## src/rtl/core/mvhi_pkg.sv

```systemverilog
// shared types and constants of the multi-value hash index
`timescale 1ns / 1ps
package mvhi_pkg;

  localparam int unsigned SIZE_W = 17;
  localparam logic [SIZE_W-1:0] SIZE_RESET = 17'd65536;
  localparam logic [31:0] EMPTY_POS = 32'hffff_ffff;
  localparam logic [63:0] FMIX_C1 = 64'hff51_afd7_ed55_8ccd;
  localparam logic [63:0] FMIX_C2 = 64'hc4ce_b9fe_1a85_ec53;
  localparam int unsigned FMIX_SHIFT = 33;

  localparam logic KIND_INSERT = 1'b0;
  localparam logic KIND_LOOKUP = 1'b1;

  typedef enum logic [2:0] {
    ST_HIT       = 3'd0,
    ST_DUPLICATE = 3'd1,
    ST_ABSENT    = 3'd2,
    ST_FAILED    = 3'd3,
    ST_BROKEN    = 3'd4,
    ST_CORRUPT   = 3'd5,
    ST_TRUNCATED = 3'd6
  } status_t;

  typedef struct packed {
    logic [63:0] key;
    logic [31:0] pos;
    logic        last;
  } entry_t;

endpackage

```

## src/rtl/core/mvhi_div.sv

```systemverilog
// bit-serial remainder unit, one dividend bit per cycle
`timescale 1ns / 1ps
module mvhi_div (
  input  logic                        clk,
  input  logic                        rst,
  input  logic                        start,
  input  logic [63:0]                 dividend,
  input  logic [mvhi_pkg::SIZE_W-1:0] divisor,
  output logic                        done,
  output logic [mvhi_pkg::SIZE_W-1:0] rem
);

  logic [63:0]               q;
  logic [mvhi_pkg::SIZE_W-1:0] d;
  logic [5:0]                cnt;
  logic                      busy;
  logic [mvhi_pkg::SIZE_W:0] trial;

  assign trial = {rem, q[63]};

  always_ff @(posedge clk) begin
    if (rst) begin
      busy <= 1'b0;
      done <= 1'b0;
      cnt  <= 6'd0;
    end else begin
      done <= 1'b0;
      if (start) begin
        q    <= dividend;
        d    <= divisor;
        rem  <= '0;
        cnt  <= 6'd0;
        busy <= 1'b1;
      end else if (busy) begin
        q   <= {q[62:0], 1'b0};
        cnt <= cnt + 6'd1;
        if (trial >= {1'b0, d}) begin
          rem <= mvhi_pkg::SIZE_W'(trial - {1'b0, d});
        end else begin
          rem <= trial[mvhi_pkg::SIZE_W-1:0];
        end
        if (cnt == 6'd63) begin
          busy <= 1'b0;
          done <= 1'b1;
        end
      end
    end
  end

endmodule

```

## config.mk

```make
export PLATFORM = sky130hd
export DESIGN_NAME = mvhi_div
export DESIGN_NICKNAME = d
export VERILOG_FILES = /design/src/rtl/core/mvhi_pkg.sv /design/src/rtl/core/mvhi_div.sv
export SDC_FILE = /design/constraint.sdc
export NUM_CORES = 1
export LEC_CHECK = 0
export ABC_AREA = 1
export BUFFER_PORTS_ARGS = -buffer_cell sky130_fd_sc_hd__buf_2
export CORE_MARGIN = 2
export CORE_UTILIZATION = 40
export CTS_BUF_LIST = sky130_fd_sc_hd__clkbuf_8 sky130_fd_sc_hd__clkbuf_16
export DETAILED_ROUTE_END_ITERATION = 10
export GPL_TIMING_DRIVEN = 0
export HOLD_SLACK_MARGIN = 0.08
export PLACE_DENSITY = 0.63
export SLEW_MARGIN = 20
export SYNTH_ARGS = -nofsm -noshare
export SYNTH_HDL_FRONTEND = slang
export SYNTH_SLANG_ARGS = --single-unit
```

## constraint.sdc

```tcl
create_clock -name clk -period 7.8 [get_ports clk]
set_input_delay 1.56 -clock clk [delete_from_list [all_inputs] [get_ports clk]]
set_output_delay 1.56 -clock clk [all_outputs]
set_load 0.01 [all_outputs]
```

## Word-level counts from Yosys, hierarchy flattened

Cells that the tools add are included.

- Register bits after elaboration: 106
- Input port bits: 84
- Output and inout bits: 18
- Logic and storage cells: 25

- $add $sub $neg: 2
- Order comparisons: 1
- Eq/ne operators: 1
- Multiplexer cells: 8
- Bitwise logic cells: 2
- Reduce and logical (&&, ||, !) cells: 5

Operators by type and width:

| cell | count |
|---|---|
| 64-bit two-way mux | 2 |
| 17-bit two-way mux | 2 |
| 18-bit by 17-bit greater-or-equal comparator with 1-bit output | 1 |
| 17-bit subtractor | 1 |
| 6-bit by 1-bit adder with 6-bit output (second input constant) | 1 |
| 6-bit equality test (second input constant) | 1 |
| 1-bit two-way mux | 4 |
| 2-bit AND reduction | 2 |
| 3-bit OR reduction | 1 |
| 1-bit NOT | 2 |
| 2-bit nonzero test | 1 |
| 2-bit OR reduction | 1 |

## Longest topological paths before layout

- Depth in word-level cells: 4
- Gate-level depth with buffers: 14
- Depth with buffers taken out: 14

## Worst setup path before layout

OpenSTA, ideal clock, no wires.

- Kind: input port to flip-flop
- Start point: in start
- End point: reg q[0], enable pin
- Setup time: 548 ps
- Data arrival time: 5904 ps
- Required time: 7252 ps
- Slack: 1348 ps
- Cell stages on the path: 4
- Path buffers: 2
- Path through: inv_1 -> clkbuf_1 -> buf_2 -> a21oi_1

- Longest elaborated chain between the ends: 2

Ends and longest elaborated chain:

| element | line | text |
|---|---|---|
| start: declaration | mvhi_div.sv:6 | `input logic start,` |
| 2-bit nonzero test (no line) | -- |  |
| 2-bit AND reduction (no line) | -- |  |
| end signal: assignment | mvhi_div.sv:29 | `q <= dividend;` |
| end signal: assignment | mvhi_div.sv:35 | `q <= {q[62:0], 1'b0};` |
| end: declaration | mvhi_div.sv:13 | `logic [63:0] q;` |

Every way passes these cells.
A chain may end at the register's enable or synchronous reset.

## Worst setup path in the final report

- Start point: in start
- End point: reg q[28], enable pin

Same word-level chain as after synthesis.

==> flow_metrics.env <==
export IMPL_layout_common_cells="nand2_1, buf_2, edfxtp_1"
export IMPL_crit_path_max_fanout=23
export IMPL_fin_skew_ps=7.66
export IMPL_cpPeakStageDelay_ps=520
export IMPL_synth_seq_cells=106
export IMPL_drv_cap=0
export IMPL_hold_path_class="flip-flop to flip-flop"
export IMPL_clock_latency_ps=350
export IMPL_dieArea_um2=15200
export IMPL_core_area_um2=13900
export IMPL_synth_area_um2=5690
export IMPL_highest_layer="met4"
export IMPL_p_total_uw=1430
export IMPL_p_per_area_nw_per_um2=208
export IMPL_clkTransAtPathRegs_ps=70
export IMPL_cts_sinks=106
export IMPL_critPathKind="input port to flip-flop"
export IMPL_antenna_left=0
export IMPL_arrival_ps=3290
export IMPL_grt_pass1_wl_um=20100
export IMPL_ys_seq_area_share_pct=54.6
export IMPL_synth_async_reset_ratio_pct=0
export IMPL_hold_viol=0
export IMPL_critPathSlowestCell="a21oi_4"
export IMPL_p_leak_uw=0.00344
export IMPL_grt_pass1_vias=4306
export IMPL_slew_viol_final=0
export IMPL_clock_fmax_mhz=310
export IMPL_postLayoutCellArea_um2=6840
export IMPL_die_h_um=123
export IMPL_postCtsSetupRepairBufs=0
export IMPL_htreeDepth=3
export IMPL_max_slew_margin_rel_pct=57.8
export IMPL_start_kind="input port"
export IMPL_vias=4526
export IMPL_required_ps=7860
export IMPL_drt_iter0_drc=255
export IMPL_postLayoutCoreUtil_pct=49.3
export IMPL_synth_edf_count=98
export IMPL_met1_length_um=5680
export IMPL_fin_ws_ps=4570
export IMPL_max_vdd_ir_drop_mv=0.116
export IMPL_antenna_found_initial=1
export IMPL_finalSetupViolations=0
export IMPL_drt_total_wl_um=12400
export IMPL_grt_overflow=0
export IMPL_synthesis_nets=795
export IMPL_met2WireLength_um=5840
export IMPL_cts_hold_buffers=0
export IMPL_initial_core_util_pct=41.0
export IMPL_drc_errors=0
export IMPL_ios=102
export IMPL_ys_flop_type="edfxtp_1"
export IMPL_cts_made_buffers=9
export IMPL_rows=43
export IMPL_tightestPinTransition_ps=633
export IMPL_critPathCaptureType="flip-flop"
export IMPL_nNetsFinal=912
export IMPL_synth_distinct_cells=29
export IMPL_dpl_hpwl_um=9450
export IMPL_mostFrequentLayoutCell="nand2_1"
export IMPL_port_buffers=101
export IMPL_cp_cell_sequence="buf_2 -> inv_1 -> clkbuf_1 -> buf_2 -> a21oi_4 -> buf_16 -> buf_16"
export IMPL_die_width_um=123
export IMPL_fin_crit_sh_pct=41.4
export IMPL_yosysWarnings=0
export IMPL_layout_drive_gt1_share_pct=17.6
export IMPL_rsz0062_at_grt="no"
export IMPL_syn2layout_area_growth_pct=20.2
export IMPL_dpl_instance_area_um2=6550
export IMPL_via_per_inst=4.55
export IMPL_dr_wl_met3_um=694
export IMPL_track_usage_pct=17.3
export IMPL_layout_min_cycle_time_ps=3230
export IMPL_status="finished clean"
export IMPL_place_congestion=0.890
export IMPL_wl_per_cell_um=12.4
export IMPL_syn_avg_cell_area_um2=8.22
export IMPL_grt_max_degree=24
export IMPL_cts_buffer_depth=2
export IMPL_syn_inst=692
export IMPL_fill_cells=1382
export IMPL_preCtsSetupSlack_ps=4140
export IMPL_drt_first_pass_iters=4
export IMPL_cts_root_buffer="clkbuf_16"
export IMPL_cts_tree="yes"
export IMPL_cts_resized=0
export IMPL_setup_tns_ps=0
==> kinds of logic (layout without fill, tap and decap cells) <==
logic type / Yosys count / in the layout / share of synthesized area [%]
DFF: 106 / 106 / 54.6
adders and majority gates: 19 / 19 / 4.31
other: 0 / 1 / 0
xor gates and xnor gates: 7 / 7 / 1.08
AOI/OAI and AO/OA: 22 / 22 / 1.94
buffers and inverters: 111 / 233 / 7.66
and+or+nand+nor: 427 / 427 / 30.5
==> where the power goes <==
part | total [µW] | internal (µW) | switching (µW)
Clock | 450 | 247 | 203
Sequential | 687 | 672 | 15.2
Combinational | 288 | 109 | 179
Total | 1430 | 1030 | 397
==> final cells by class <==
class / count / area, µm² / area share [%]
timing repair buffer: 106 / 618 / 9.04
sequential: 106 / 3100 / 45.4
clock inverter: 7 / 63.8 / 0.933
clock buffer: 9 / 225 / 3.29
multi-input combinational: 475 / 2160 / 31.6
antenna: 1 / 2.50 / 0.0366
buffer: 20 / 91.3 / 1.34
tap: 180 / 225 / 3.29
inverter: 91 / 344 / 5.03
==> path summary, 6_finish.rpt <==
kind / start / end / slack, ps / cells after the start
setup / recovery: start / q[28] / 4570 / 7
hold / removal: cnt[5] / cnt[5] / 460 / 1
setup reg to reg: q[63] / rem[6] / 5490 / 11
hold reg to reg: cnt[5] / cnt[5] / 460 / 1
==> cells in the mapped netlist (2+ instances only) <==
cell type  instances  share of area [%]
dfxtp_1            8                2.8
nand2_4            2               0.40
nor3_1             2               0.18
buf_1              4               0.26
nand3_1           31                2.7
a21oi_1           17                1.5
nor2_4             2               0.40
ha_1              18                4.0
inv_1             90                5.9
buf_2              4               0.35
nand2_2            4               0.44
o21ai_0            5               0.44
xor2_1             6               0.92
nand2_1          320                 21
nor2_2             4               0.44
nand4_1            4               0.44
nor2_1            52                3.4
and2_1             2               0.22
edfxtp_1          98                 52
clkbuf_1          10               0.66
==> worst max-delay path, delay by kind of cell <==
family	cells	cell delay, ps
buffers and inverters	6	1190
AOI/OAI and AO/OA	1	520
==> sequential cells by signal (all words and copies together) (netlist names) <==
| name | flops |
|---|---|
| busy | 1 |
| cnt | 6 |
| d | 17 |
| done | 1 |
| q | 64 |
| rem | 17 |
==> per-stage QoR <==
| step | cells | hold slack [ps] |
|---|---|---|
| 6_report | 995 | 462 |
| 5_1_grt | 994 | 499 |
| 4_1_cts | 994 | 459 |
| 3_5_place_dp | 978 | 448 |
| 3_3_place_gp | 973 | 441 |
| 2_1_floorplan | 692 | 422 |
==> routing by layer <==
metal	up-vias	GRT usage, %
li1	2400	-
met1	2010	22.1
met2	102	28.7
met3	14	4.75
met4	0	5.18
met5	-	0
No activity file was read; power rests on OpenSTA's default activity.
