[config.mk]
export PLATFORM = sky130hd
export DESIGN_NAME = mvhi_hash
export DESIGN_NICKNAME = d
export VERILOG_FILES = /design/src/rtl/core/mvhi_pkg.sv /design/src/rtl/core/mvhi_hash.sv
export SDC_FILE = /design/constraint.sdc
export NUM_CORES = 2
export LEC_CHECK = 0
export ABC_AREA = 1
export BUFFER_PORTS_ARGS = -buffer_cell sky130_fd_sc_hd__clkbuf_2
export CORE_ASPECT_RATIO = 0.7
export CORE_MARGIN = 1.5
export CORE_UTILIZATION = 55
export CTS_BUF_LIST = sky130_fd_sc_hd__clkbuf_8 sky130_fd_sc_hd__clkbuf_16
export DETAILED_ROUTE_END_ITERATION = 8
export PLACE_DENSITY = 0.83
export SLEW_MARGIN = 20
export SYNTH_ARGS = -nofsm -noshare
export SYNTH_HDL_FRONTEND = slang
export SYNTH_SLANG_ARGS = --single-unit
[constraint.sdc]
create_clock -name clk -period 11.6 [get_ports clk]
set_input_delay 2.32 -clock clk [delete_from_list [all_inputs] [get_ports clk]]
set_output_delay 2.32 -clock clk [all_outputs]
set_load 0.05 [all_outputs]
[src/rtl/core/mvhi_pkg.sv]
// shared types and constants of the multi-value hash index
`timescale 1ns / 1ps
package mvhi_pkg;

  localparam int unsigned SIZE_W = 17;
  localparam logic [SIZE_W-1:0] SIZE_RESET = 17'd65536;
  localparam logic [31:0] EMPTY_POS = 32'hffff_ffff;
  localparam logic [63:0] FMIX_C1 = 64'hff51_afd7_ed55_8ccd;
  localparam logic [63:0] FMIX_C2 = 64'hc4ce_b9fe_1a85_ec53;
  localparam int unsigned FMIX_SHIFT = 33;

  localparam logic KIND_INSERT = 1'b0;
  localparam logic KIND_LOOKUP = 1'b1;

  typedef enum logic [2:0] {
    ST_HIT       = 3'd0,
    ST_DUPLICATE = 3'd1,
    ST_ABSENT    = 3'd2,
    ST_FAILED    = 3'd3,
    ST_BROKEN    = 3'd4,
    ST_CORRUPT   = 3'd5,
    ST_TRUNCATED = 3'd6
  } status_t;

  typedef struct packed {
    logic [63:0] key;
    logic [31:0] pos;
    logic        last;
  } entry_t;

endpackage

[src/rtl/core/mvhi_hash.sv]
// multi-cycle 64-bit murmur finalizer built on one 32x32 multiplier
`timescale 1ns / 1ps
module mvhi_hash (
  input  logic        clk,
  input  logic        rst,
  input  logic        start,
  input  logic [63:0] key,
  output logic        done,
  output logic [63:0] hash
);

  logic [63:0] h;
  logic [63:0] acc;
  logic [2:0]  cnt;
  logic        busy;
  logic [63:0] c;
  logic [31:0] mul_a;
  logic [31:0] mul_b;
  logic [63:0] prod;

  // cnt[2] picks the round, cnt[1:0] walks the partial products
  assign c     = cnt[2] ? mvhi_pkg::FMIX_C2 : mvhi_pkg::FMIX_C1;
  assign mul_a = (cnt[1:0] == 2'd2) ? h[63:32] : h[31:0];
  assign mul_b = (cnt[1:0] == 2'd1) ? c[63:32] : c[31:0];
  assign prod  = mul_a * mul_b;
  assign hash  = h;

  always_ff @(posedge clk) begin
    if (rst) begin
      busy <= 1'b0;
      done <= 1'b0;
      cnt  <= 3'd0;
    end else begin
      done <= 1'b0;
      if (start) begin
        h    <= key ^ (key >> mvhi_pkg::FMIX_SHIFT);
        cnt  <= 3'd0;
        busy <= 1'b1;
      end else if (busy) begin
        cnt <= cnt + 3'd1;
        case (cnt[1:0])
          2'd0: acc <= prod;
          2'd1: acc <= acc + {prod[31:0], 32'd0};
          2'd2: acc <= acc + {prod[31:0], 32'd0};
          default: begin
            h <= acc ^ (acc >> mvhi_pkg::FMIX_SHIFT);
            if (cnt[2]) begin
              busy <= 1'b0;
              done <= 1'b1;
            end
          end
        endcase
      end
    end
  end

endmodule

# == Word level (Yosys, flattened, before mapping) ==
# Cells that the tools add are included.
# totals
output_inout_bits,65
latchBits,0
rom_bits,0
ram_bits,0
register_bits,133
mem_count,0
# classes
n_reduce_logical,9
n_div,0
bitwise,5
add_sub_neg,2
eq_ne,3
n_lt_le_gt_ge,0
shift,0
mux,12
n_mul,1
# ops
cell,count
$mux W64,3
$pmux W64 S2,1
$xor A64 B31 Y64,2
$add A64 B64 Y64,1
$mul A32 B32 Y64,1
$mux W32,2
$mux W62,1
$reduce_or A6 Y1,1
$mux W1,5
$reduce_and A4 Y1,1
$reduce_bool A2 Y1,2
$reduce_or A2 Y1,2
$add A3 B1 Y3 const B,1
$not A1 Y1,3
$reduce_and A3 Y1,1
$reduce_or A3 Y1,1
$eq A2 B1 Y1 const B,1
$eq A2 B2 Y1 const B,1
$logic_not A2 Y1,1
$ne A2 B1 Y1 const B,1

# == Longest topological paths before layout ==
# depth
ltp_word,5
depth_mapped,47
depth_no_buf,44

# == Worst setup path after synthesis ==
# No wires, ideal clock.
# synth_timing
path_type,register -> register
from,register cnt[1]
to,"register acc[63], data pin"
t_arrival_ps,8618
required_ps,11347
path_stages_with_launch,43
n_path_buf,4
slack_ps,2729
cell_sequence,dfxtp_1 inv_1 ha_1 clkbuf_1 inv_1 clkbuf_1 ha_1 clkbuf_1 buf_1 nor2_1 fa_1 inv_1 fa_1 inv_1 fa_1 inv_1 fa_1 inv_1 [7 not listed] a21oi_1 o21ai_0 a21oi_1 nand3_2 xor2_1 inv_1 ha_1 nand2_1 nor2_1 inv_1 nor2_1 inv_1 o21ai_0 inv_1 nand2_1 nand3_1 nand3_1 nand2_1
# synth_between
elab_chain_len,5
elab_cells_between_ends,9
classes_between,1 x add/sub; 1 x mul; 2 x eq/ne; 3 x mux; 2 x reduce/logical
# synth_lines
item,line,source
"start, declared",mvhi_hash.sv:14,logic [2:0] cnt;
"start signal, assigned",mvhi_hash.sv:40,cnt <= cnt + 3'd1;
$eq A2 B2 Y1 / $eq A2 B1 Y1 (equally long branches),"mvhi_hash.sv:23, mvhi_hash.sv:41, mvhi_hash.sv:24",
"$mux W32, on equally long branches","mvhi_hash.sv:23, mvhi_hash.sv:24",
$mul A32 B32 Y64,mvhi_hash.sv:25,assign prod = mul_a * mul_b;
$add A64 B64 Y64,"mvhi_hash.sv:43, mvhi_hash.sv:44",
$pmux W64 S2 *,mvhi_hash.sv:41,case (cnt[1:0])
"end signal, assigned",mvhi_hash.sv:42,2'd0: acc <= prod;
"end signal, assigned",mvhi_hash.sv:43,"2'd1: acc <= acc + {prod[31:0], 32'd0};"
"end signal, assigned",mvhi_hash.sv:44,"2'd2: acc <= acc + {prod[31:0], 32'd0};"
"end, declared",mvhi_hash.sv:13,logic [63:0] acc;
# Mark *: on every way between the ends. The rest lies on a longest branch, timed or not.
# A chain may end at the register's enable or synchronous reset.

# == Worst setup path in the final report ==
# layout_timing
from,register cnt[0]
to,"register acc[59], data pin"
# The elaborated chain is that of the path after synthesis.

==> run_summary.xml <==
<?xml version="1.0" encoding="UTF-8"?>
<metrics>
  <group name="cts">
    <metric name="cts.path.max_buffers" unit="">3</metric>
    <metric name="cts_buf_count" unit="">25</metric>
    <metric name="worst_skew_pair.late_latency" unit="ns">0.49</metric>
    <metric name="cts.sink_count" unit="">133</metric>
    <metric name="hold_bufs_inserted_after_cts" unit="">0</metric>
    <metric name="cts.reportedPaths.clkPinSlew" unit="ns">0.06</metric>
    <metric name="cts_tree" unit="">built</metric>
    <metric name="cts_htree_levels" unit="">4</metric>
    <metric name="post-cts-setup-buffers" unit="">0</metric>
    <metric name="cts_repair_resize_count" unit="">0</metric>
    <metric name="cell_at_the_root_of_the_clock_tree" unit="">clkbuf_16</metric>
  </group>
  <group name="grt">
    <metric name="first_global_vias" unit="">31210</metric>
    <metric name="grt_antenna_before_repair" unit="">1</metric>
    <metric name="grt_first_pass_wirelength" unit="mm">200</metric>
    <metric name="grt_usage" unit="">0.386</metric>
    <metric name="grt_overflow_total" unit="">0</metric>
    <metric name="grt_max_degree" unit="">101</metric>
  </group>
  <group name="place">
    <metric name="dpl_worst_slack" unit="ns">1.03</metric>
    <metric name="place_congestion" unit="">1.09</metric>
    <metric name="port_buffers" unit="">131</metric>
    <metric name="dp.final_hpwl" unit="mm">118</metric>
    <metric name="dp_cells" unit="">5379</metric>
  </group>
  <group name="final_layout">
    <metric name="finalNetCount" unit="">5768</metric>
    <metric name="post_route_cells_drive_above_1_share" unit="">0.0803</metric>
    <metric name="fin_cells" unit="">5411</metric>
    <metric name="antennaDiodeCount" unit="">0</metric>
    <metric name="fillers" unit="">6023</metric>
    <metric name="total_area_of_sequential_cells" unit="sq mm">0.00394</metric>
    <metric name="area_delta_synth_final" unit="%">7.06</metric>
    <metric name="multi_input_area" unit="sq mm">0.0297</metric>
  </group>
  <group name="synthesis">
    <metric name="synth_nets" unit="">5614</metric>
    <metric name="synth_seq_area_share" unit="">0.103</metric>
    <metric name="postSynthCellCount" unit="">4350</metric>
    <metric name="synth-edff-count" unit="">128</metric>
    <metric name="async_flop_share" unit="">0</metric>
    <metric name="yosysWarnings" unit="">0</metric>
    <metric name="syn-cell-area" unit="sq mm">0.0384</metric>
    <metric name="post_synth.cell_area_avg" unit="sq um">8.82</metric>
    <metric name="post_synth_num_cell_types" unit="">45</metric>
    <metric name="ys_ff_latch" unit="">133</metric>
    <metric name="postSynth.topFlopCell" unit="">edfxtp_1</metric>
  </group>
  <group name="route">
    <metric name="drc_errors_left" unit="">0</metric>
    <metric name="count_of_vias_placed_by_the_detailed_router" unit="">30948</metric>
    <metric name="number_of_nets_with_antenna_violations_after_routing" unit="">0</metric>
    <metric name="detail_route.first_pass.iterations" unit="">8</metric>
    <metric name="post_drt_wl_per_cell" unit="um">24.5</metric>
    <metric name="drtIter0Drc" unit="">4275</metric>
    <metric name="route.detailed.vias_per_inst" unit="">5.72</metric>
    <metric name="finalWirelength" unit="mm">133</metric>
  </group>
  <group name="floorplan">
    <metric name="die_area" unit="sq mm">0.0714</metric>
    <metric name="dieWidth" unit="um">319</metric>
    <metric name="core_area" unit="sq mm">0.0686</metric>
    <metric name="design.portCount" unit="">132</metric>
    <metric name="num_rows" unit="">80</metric>
    <metric name="initial_utilization" unit="">0.559</metric>
    <metric name="chipHeight" unit="um">224</metric>
  </group>
  <group name="critical_path">
    <metric name="arrival" unit="ns">11.14</metric>
    <metric name="cp-end-kind" unit="">flop</metric>
    <metric name="reg_to_reg_setup_timing_slack" unit="ns">0.70</metric>
    <metric name="critical_path.reg2reg.startpoint" unit="">cnt[0]$_SDFFE_PP0P_</metric>
    <metric name="path_class" unit="">flop to flop</metric>
    <metric name="critPathMaxFanout" unit="">32</metric>
    <metric name="worstSetupStartpointType" unit="">flop</metric>
    <metric name="critical_path.max_stage_delay" unit="ns">0.69</metric>
    <metric name="path_common_cell" unit="">inv_1</metric>
    <metric name="critPathRequiredTime" unit="ns">11.83</metric>
    <metric name="rr_worst_depth" unit="">40</metric>
    <metric name="crit_slowest_cell" unit="">nor2_1</metric>
    <metric name="worstReg2RegEnd" unit="">acc[59]$_DFFE_PP_</metric>
  </group>
  <group name="sta">
    <metric name="worst-slew-pin-transition" unit="ns">1.12</metric>
    <metric name="clock.fmax" unit="MHz">91.7</metric>
    <metric name="setup_repair_after_global_routing_missed_its_margin" unit="">false</metric>
    <metric name="finalSetupTns" unit="ns">0</metric>
    <metric name="final_period_minus_worst_setup_slack" unit="ns">10.90</metric>
    <metric name="period_share" unit="">0.940</metric>
    <metric name="final.setup.worst_slack" unit="ns">0.696</metric>
    <metric name="final-setup-viol-count" unit="">0</metric>
    <metric name="slew_viol_final" unit="">0</metric>
    <metric name="report.final.hold_viol_count" unit="">0</metric>
    <metric name="timing.max_slew.rel_slack" unit="">0.251</metric>
    <metric name="clock_skew" unit="ns">0.0126</metric>
  </group>
  <group name="hold_path">
    <metric name="hold_class" unit="">flop to flop</metric>
    <metric name="worstHoldPathCells" unit="">2</metric>
    <metric name="worst_hold_startpoint" unit="">busy$_SDFF_PP0_</metric>
    <metric name="whs_endpoint" unit="">done$_SDFF_PP0_</metric>
  </group>
  <group name="outcome">
    <metric name="outcome" unit="">finished clean</metric>
  </group>
  <group name="flow_run">
    <metric name="drv.max_cap_violation_count" unit="">0</metric>
  </group>
</metrics>
==> critical path: cells and delay by family (launching register included) <==
family / cells / cell delay [ns]
buffers and inverters: 13 / 1.71
AOI/OAI and AO/OA: 5 / 0.68
DFF: 1 / 0.40
and+or+nand+nor: 10 / 2.08
xor gates and xnor gates: 1 / 0.47
adders and majority gates: 11 / 5.29
==> worst max path at each step <==
stage	from	end	slack, ns	cells past startpoint
2_1_floorplan	cnt[1]$_SDFFE_PP0P_	acc[63]$_DFFE_PP_	2.73	42
3_3_place_gp	cnt[0]$_SDFFE_PP0P_	acc[63]$_DFFE_PP_	1.08	37
3_5_place_dp	cnt[0]$_SDFFE_PP0P_	acc[59]$_DFFE_PP_	1.03	35
4_1_cts	cnt[0]$_SDFFE_PP0P_	acc[59]$_DFFE_PP_	0.99	40
5_1_grt	cnt[0]$_SDFFE_PP0P_	acc[63]$_DFFE_PP_	0.28	39
6_report	cnt[0]$_SDFFE_PP0P_	acc[59]$_DFFE_PP_	0.70	40
==> registers in the layout, indices dropped and copies added (netlist names) <==
signal  count
cnt         3
hash       64
done        1
acc        64
busy        1
==> routing by layer <==
metal  wire length, um  vias up  track usage
met5                99        -            0
met4              4400        4        0.101
met3             22500      291        0.173
met2             51000     2258        0.506
met1             54800    15243        0.573
li1                  -    13152            -
==> Yosys cell counts (11+ instances only) <==
cell type | number | area (sq um)
xor2_1 | 62 | 543
fa_1 | 862 | 17300
ha_1 | 335 | 4190
inv_2 | 23 | 86.3
nor2_1 | 475 | 1780
clkbuf_1 | 52 | 195
xnor2_1 | 39 | 342
o21ai_0 | 125 | 626
or2_2 | 16 | 100
a21oi_1 | 144 | 721
nand3_1 | 83 | 415
inv_1 | 1157 | 4340
o21ai_2 | 17 | 149
edfxtp_1 | 128 | 3840
buf_2 | 18 | 90.1
nor2_2 | 19 | 119
o21bai_1 | 11 | 82.6
o21ai_1 | 27 | 135
nor3_1 | 15 | 75.1
nand2_2 | 22 | 138
nand2_1 | 632 | 2370
==> placed cells by master, fill, tap and decap left out, drive strengths merged, types with 4 or more instances in the layout <==
| master | n |
|---|---|
| inv | 1182 |
| fa | 862 |
| nand2 | 655 |
| nor2 | 497 |
| ha | 335 |
| o21ai | 169 |
| clkbuf | 155 |
| a21oi | 147 |
| edfxtp | 128 |
| nand3 | 91 |
| buf | 75 |
| xor2 | 63 |
| xnor2 | 39 |
| nor3 | 20 |
| or2 | 17 |
| o21bai | 11 |
| a21o | 10 |
| nand3b | 10 |
| clkinv | 10 |
| o21a | 9 |
| nand4 | 8 |
| dfxtp | 5 |
| nor4 | 4 |
==> cell families after synthesis <==
logic type | count (synthesis) | share of synthesized area
AND/OR/NAND/NOR | 1302 | 0.139
buffers and inverters | 1263 | 0.125
adder cells (fa/ha/maj) | 1197 | 0.559
AO/OA/AOI/OAI | 352 | 0.0504
flip-flops | 133 | 0.103
XOR/XNOR | 102 | 0.0235
other | 1 | 0.0000978
==> stage by stage <==
stage	area [sq um]	util	hold slack, ns
after CTS	41100	0.599	0.530
after global placement	40400	0.589	0.499
final	41100	0.599	0.533
after floorplan	38400	-	0.455
after detailed placement	40400	0.589	0.511
after global routing	41100	0.599	0.567
==> area by class of cell <==
type / instances / area share
tap: 902 / 0.0275
inverter: 1185 / 0.108
sequential: 133 / 0.0960
clock buffer: 25 / 0.0152
multi-input combinational: 2954 / 0.722
timing repair buffer: 205 / 0.0298
clock inverter: 7 / 0.000670
Power is left out: the tool's default activity adds up to more than one toggle a clock period on the data nets, which glitch-free logic cannot reach.
